[config.mk]
export PLATFORM = sky130hd
export DESIGN_NAME = mlse_zlane
export DESIGN_NICKNAME = d
export VERILOG_FILES = /design/src/rtl/assert_macros.svh /design/src/rtl/mlse_pkg.sv /design/src/rtl/mlse_zlane.sv
export SDC_FILE = /design/constraint.sdc
export NUM_CORES = 2
export LEC_CHECK = 0
export BUFFER_PORTS_ARGS = -buffer_cell sky130_fd_sc_hd__buf_2
export CAP_MARGIN = 5
export CORE_MARGIN = 2
export CORE_UTILIZATION = 45
export CTS_CLUSTER_DIAMETER = 40
export DETAILED_ROUTE_END_ITERATION = 8
export PLACE_DENSITY = 0.6
export SETUP_SLACK_MARGIN = 0.02
export SYNTH_ARGS = -nofsm -noshare
export SYNTH_HDL_FRONTEND = slang
export SYNTH_SLANG_ARGS = --single-unit
[constraint.sdc]
create_clock -name clk -period 14 [get_ports clk]
set_input_delay 3.5 -clock clk [delete_from_list [all_inputs] [get_ports clk]]
set_output_delay 3.5 -clock clk [all_outputs]
set_load 0.05 [all_outputs]
[src/rtl/assert_macros.svh]
// Assertion macros used by the top level of the leak spectrum estimator.
// Depends on nothing; include it with the bare file name.
`ifndef ASSERT_MACROS_SVH
`define ASSERT_MACROS_SVH

// Implication checked at every rising clock edge outside reset.
`define MLSE_ASSERT_IMPL(label, clk, rst_n, ante, cons) \
  label: assert property (@(posedge clk) disable iff (!rst_n) (ante) |-> cons) \
    else $error("leak estimator implication check failed");

// Plain invariant checked at every rising clock edge outside reset.
`define MLSE_ASSERT_ALWAYS(label, clk, rst_n, expr) \
  label: assert property (@(posedge clk) disable iff (!rst_n) (expr)) \
    else $error("leak estimator invariant check failed");

`endif

[src/rtl/mlse_pkg.sv]
// Package of the multichannel leak spectrum estimator: widths, register codes,
// reset values and the transaction structs. Depends on nothing.
package mlse_pkg;

  // Channel count and field widths.
  localparam int CHANNELS  = 8;
  localparam int MAX_CH    = 8;
  localparam int P_W       = 32;
  localparam int CH_IDX_W  = $clog2(CHANNELS);
  localparam int PSUM_W    = P_W + CH_IDX_W;
  localparam int COEF_W    = 16;
  localparam int LEAK_W    = 13;
  localparam int FRAC_COEF = 12;
  localparam int Q8_FRAC   = 8;
  localparam int ONE_Q8    = 1 << Q8_FRAC;

  // Internal arithmetic widths.
  localparam int ACC_W     = COEF_W + PSUM_W + 1;
  localparam int Z_W       = ACC_W - FRAC_COEF - 1;
  localparam int ZSUM_W    = Z_W + CH_IDX_W;
  localparam int MUL_W     = ZSUM_W + LEAK_W;
  localparam int RES_W     = MUL_W - FRAC_COEF;

  // Sums over channels are formed in groups of this size, then combined.
  localparam int GRP       = 4;
  localparam int NGRP      = (CHANNELS + GRP - 1) / GRP;

  // Register stages from input capture to the output register.
  localparam int LATENCY   = 9;

  // Configuration register indexes.
  localparam int CFG_IDX_W = 2;
  localparam int CFG_DATA_W = 16;
  localparam logic [CFG_IDX_W-1:0] REG_ALPHA = 2'd0;
  localparam logic [CFG_IDX_W-1:0] REG_BETA  = 2'd1;
  localparam logic [CFG_IDX_W-1:0] REG_LEAK  = 2'd2;

  // Reset values of the configuration registers.
  localparam logic signed [COEF_W-1:0] ALPHA_RST = 16'sd4964;
  localparam logic signed [COEF_W-1:0] BETA_RST  = -16'sd496;
  localparam logic [LEAK_W-1:0]        LEAK_RST  = 13'd1024;

  typedef logic [P_W-1:0] power_t;

  typedef struct packed {
    power_t power_ch0;
    power_t power_ch1;
    power_t power_ch2;
    power_t power_ch3;
    power_t power_ch4;
    power_t power_ch5;
    power_t power_ch6;
    power_t power_ch7;
    logic   last_bin;
  } in_item_t;

  typedef struct packed {
    power_t leak_ch0;
    power_t leak_ch1;
    power_t leak_ch2;
    power_t leak_ch3;
    power_t leak_ch4;
    power_t leak_ch5;
    power_t leak_ch6;
    power_t leak_ch7;
    logic   frame_end;
  } out_item_t;

endpackage

[src/rtl/mlse_zlane.sv]
// One channel lane of the Z computation: weighted own and other power, then
// clipping at 1.0. Two register stages. Depends on mlse_pkg.
module mlse_zlane
  import mlse_pkg::*;
(
  input  logic                     clk,
  input  power_t                   p,
  input  logic [PSUM_W-1:0]        psum,
  input  logic signed [COEF_W-1:0] alpha,
  input  logic signed [COEF_W-1:0] beta,
  output logic [Z_W-1:0]           z
);

  localparam logic signed [ACC_W-1:0] CLIP_Q20 = ACC_W'(ONE_Q8) << FRAC_COEF;

  logic [PSUM_W-1:0]              oth;
  logic signed [COEF_W+P_W:0]     prod_a_r;
  logic signed [COEF_W+PSUM_W:0]  prod_b_r;
  logic signed [ACC_W-1:0]        acc;
  logic [Z_W-1:0]                 z_nxt;
  logic [Z_W-1:0]                 z_r;

  // Power of the other channels is never negative.
  assign oth = psum - PSUM_W'(p);

  // First stage: the two coefficient products.
  always_ff @(posedge clk) begin
    prod_a_r <= alpha * $signed({1'b0, p});
    prod_b_r <= beta * $signed({1'b0, oth});
  end

  // Second stage: add in Q.20, clip below at 1.0 and drop the coefficient fraction.
  always_comb begin
    acc = ACC_W'(prod_a_r) + ACC_W'(prod_b_r);
    if (acc < CLIP_Q20) begin
      z_nxt = Z_W'(ONE_Q8);
    end else begin
      z_nxt = acc[ACC_W-2:FRAC_COEF];
    end
  end

  always_ff @(posedge clk) begin
    z_r <= z_nxt;
  end

  assign z = z_r;

endmodule

# == Word-level counts from Yosys, hierarchy flattened ==
# Cells that the tools add are included.
# totals
register_bits,140
in_bits,100
out_inout_bits,39
# op_classes
n_addsub,2
n_mul,2
n_lt_le_gt_ge,1
# op_table
operator,n
49-bit by 52-bit adder with 52-bit output,1
52-bit by 22-bit < comparator with 1-bit output (second input constant),1
16-bit by 36-bit multiplier with 52-bit output,1
16-bit by 33-bit multiplier with 49-bit output,1
35-bit by 32-bit subtractor with 35-bit output,1

# == Logic depth before layout (Yosys ltp) ==
# depth
depth_word,2
depth_mapped,39
depth_no_buf,38

# == Worst setup path after synthesis ==
# Ideal clock, no wire load.
# synth_path
kind,input to register
from,input p[1]
to,register prod_b_r[50]
arrival_ps,11924
t_required_ps,13867
path_slack_ps,1943
cell_stages,35
path_cell_list,clkbuf_1 > inv_1 > fa_1 > a21o_1 > a21oi_1 > o21ai_0 > a31o_2 > a21oi_1 > o21ai_0 > a21o_1 > a21o_1 > xor2_1 > clkbuf_1 > nand2_1 > fa_1 > inv_1 > fa_1 > inv_1 > fa_1 > inv_1 > fa_1 > inv_1 > fa_1 > inv_1 > fa_1 > ha_1 > and4_1 > o31a_1 > a2111o_1 > a2111oi_1 > o2111ai_1 > and2_1 > a41oi_1 > a221oi_1 > xor2_1
# synth_via
elab_chain_len,2
# synth_lines
item,line_no,text
"start, declared",mlse_zlane.sv:7,"input power_t p,"
35-bit by 32-bit subtractor with 35-bit output,mlse_zlane.sv:24,assign oth = psum - PSUM_W'(p);
16-bit by 36-bit multiplier with 52-bit output,mlse_zlane.sv:29,"prod_b_r <= beta * $signed({1'b0, oth});"
"end signal, assigned",mlse_zlane.sv:29,
"end, declared",mlse_zlane.sv:18,logic signed [COEF_W+PSUM_W:0] prod_b_r;
# No other way between the ends.
# A chain may end at the register's enable or synchronous reset.

# == Final worst setup path ==
# layout_path
from,input p[0]
to,register prod_b_r[50]
# Same word-level chain as after synthesis.

==> impl_metrics.yaml <==
global_route:
  grt_util_all_layers: 0.258
  grt_max_degree: 36
  grt_pass1_vias: 34200
  grt_overflow_total: 0
  antenna_found_initial: 3
  grt_pass1_wl_um: 190000
yosys:
  synth_fp_nets: 6237
  synth_xor_area_frac: 0.0321
  synth_compound_area_frac: 0.0833
  synthAdderAreaFrac: 0.536
  yosysUniqueCellTypes: 79
  ys_seq_area_frac: 0.0667
  synth_edf_count: 0
  ys.flop_type: "dfxtp_1"
  syn_avg_cell_area_um2: 8.65
  synth-seq-cells: 140
  yosys.area_share.simple: 0.170
  synth_area_mm2: 0.0420
  yosys_warnings: 0
  synth.area.mux_share: 0.000268
  synthArstFlopShare: 0
  syn_inst: 4862
  synth_top_family_by_area: "adder cells"
critical_path:
  max_stage_delay_ns: 0.75
  reg2reg_slack_ns: 9.10
  crit_cells: 36
  critical-path-top-delay-family: "compound AO/OA/AOI/OAI gates"
  reg2reg_depth: 12
  cp.required_ns: 14.32
  critPathSlowestCell: "a2111oi_1"
  critical_path_class: "in2reg"
  cp.arrival_ns: 13.34
  critPathLaunchType: "input pin"
  critPathBufInv: 7
  worst_path_most_repeated_cell: "fa_1"
  critPathCaptureType: "flop"
  path_max_fanout: 17
timing:
  finalHoldViolations: 0
  tns_ns: 0
  finalClockSkew_ns: 0.0126
  fmax_ghz: 0.0768
  slew_headroom: 0.231
  setup_viol: 0
  tightest_slew_ns: 1.15
  rsz0062_at_grt: "no"
  period_needed_ns: 13.01
  slew_viol_final: 0
  min_period_over_period: 0.930
finish:
  fin_util: 0.479
  final_layout_size_suffix_gt1_frac: 0.0542
  n_fill_cell: 9035
  finalNonFillerCells: 6145
  fin_nets: 6251
  areaGrowthSynthToFinish_pct: 5.95
clock_tree:
  cts_tree: "built"
  cts_buffers: 17
  cts.sinks: 140
  hold_buffers: 0
  cts_setup_buffers: 0
  htreeDepth: 4
  clockRootBuffer: "clkbuf_16"
  clkLatencyLatePin_ns: 0.45
  cts.clk_slew.worst_paths_ns: 0.07
  clockBufferDepth: 2
  ctsResizeCount: 0
floorplanning:
  rows: 112
  die_area_mm2: 0.0959
  start_util: 0.453
  chipHeight_um: 310
  io_pins: 139
  fp.dieW_um: 310
  coreArea_mm2: 0.0929
route:
  vias: 32100
  drcViolationCount: 0
  via_per_inst: 5.22
  ant_nets: 0
  wire_per_inst_um: 19.2
  drt_iter0_drc: 1977
  drt_wl_total_um: 118000
  detail_route.first_pass.iterations: 6
placement:
  gp_congestion: 0.943
  post-dp-hpwl_um: 93500
  dp_cells: 6111
  port_buffers: 138
hold_path:
  worstHoldPathCells: 3
  hold_class: "reg2reg"
job:
  cap_violations: 0
status:
  status: "finished, final reports clean"
## cell usage after synthesis, types with 4 or more instances
cell	count	area, um^2
a21o_1	89	668
o21ai_1	4	20.0
a311oi_1	4	35.0
a21boi_0	6	45.0
nand2b_1	25	156
nand3b_1	4	30.0
dfxtp_1	140	2800
o31a_1	5	43.8
nand4_1	32	200
and3_1	12	75.1
or2_2	12	75.1
a21oi_1	177	886
nor3b_1	10	75.1
a221oi_1	7	61.3
a211oi_1	15	113
fa_1	879	17600
inv_1	1038	3900
a211o_1	5	43.8
o211ai_1	11	82.6
xor2_1	55	482
o2111ai_1	5	43.8
o21a_1	29	218
o21ai_0	89	445
ha_1	396	4950
and2_1	371	2320
nor2_1	156	586
or3_1	9	56.3
nand2_1	768	2880
buf_2	13	65.1
nor3_1	22	110
a31o_2	8	70.1
xnor2_1	99	867
a2111oi_0	4	35.0
o21bai_1	20	150
and4_1	8	70.1
nor2b_1	32	200
nand3_1	36	180
clkbuf_1	185	694
o31ai_1	9	67.6
a31oi_1	14	87.6
## layer usage
layer  share of wire  up-vias  global-route usage
met4           0.029        0              0.0721
li1                -    14800                   -
met1            0.44    16300               0.354
met5               0        -                   0
met2            0.47      903               0.425
met3           0.059      166              0.0359
## cell type report
class / count / area, um^2 / share of cell area
sequential: 140 / 2800 / 0.0629
tap: 1254 / 1570 / 0.0352
multi-input combinational: 3479 / 34600 / 0.776
clock inverter: 15 / 131 / 0.00295
inverter: 1039 / 3900 / 0.0876
clock buffer: 17 / 425 / 0.00955
timing repair buffer: 199 / 1150 / 0.0258
antenna: 2 / 5.00 / 0.000112
## path summary, 6_finish.rpt
check                  startpoint                   end
max                          p[0]  prod_b_r[50]$_DFF_P_
min reg2reg  prod_b_r[48]$_DFF_P_      z[36]$_SDFF_PP0_
min          prod_b_r[48]$_DFF_P_      z[36]$_SDFF_PP0_
max reg2reg  prod_b_r[20]$_DFF_P_      z[23]$_SDFF_PP0_
## per-stage QoR
stage                     hold WS (ns)  instance area (um^2)  setup WS [ns]
after global placement           0.761                 44000          0.881
after floorplan                  0.601                 42000           1.94
after detailed placement         0.768                 44000          0.657
after CTS                        0.804                 44500           1.09
final                            0.793                 44500          0.986
after global routing             0.885                 44500          0.463
## worst min-delay path, cell delays in order, from the launching register on
cell     delay (ns)
dfxtp_1        0.32
ha_1           0.25
xnor2_1        0.11
nor2_1         0.08
## sequential cells by signal (all words and copies together) (netlist names)
signal / cells
prod_a_r: 49
prod_b_r: 52
z: 39
## cells in the final DEF (no fill, tap or decap), types with 14 or more instances in the layout
master	synthesis	routed
a21oi_1	177	177
fa_1	879	879
o21a_1	29	29
ha_1	396	396
nor2b_1	32	32
o21ai_0	89	89
dfxtp_1	140	140
o21bai_1	20	20
nor2_1	156	156
nor3_1	22	22
nand2_1	768	768
xor2_1	55	55
nand2b_1	25	25
and2_1	371	371
buf_2	13	138
a211oi_1	15	15
a21o_1	89	89
xnor2_1	99	97
nand4_1	32	32
inv_1	1038	1038
nand3_1	36	36
clkbuf_16	0	17
a31oi_1	14	14
buf_4	1	61
## kinds of logic after synthesis
family,count (synthesis)
simple gates,1510
fa+ha+maj,1275
mux,1
compound gates,539
buf+inv,1243
xor+xnor,154
flops,140
Power is not shown: default switching activity piles up to over one toggle a cycle in this logic, so the estimate is an artifact.
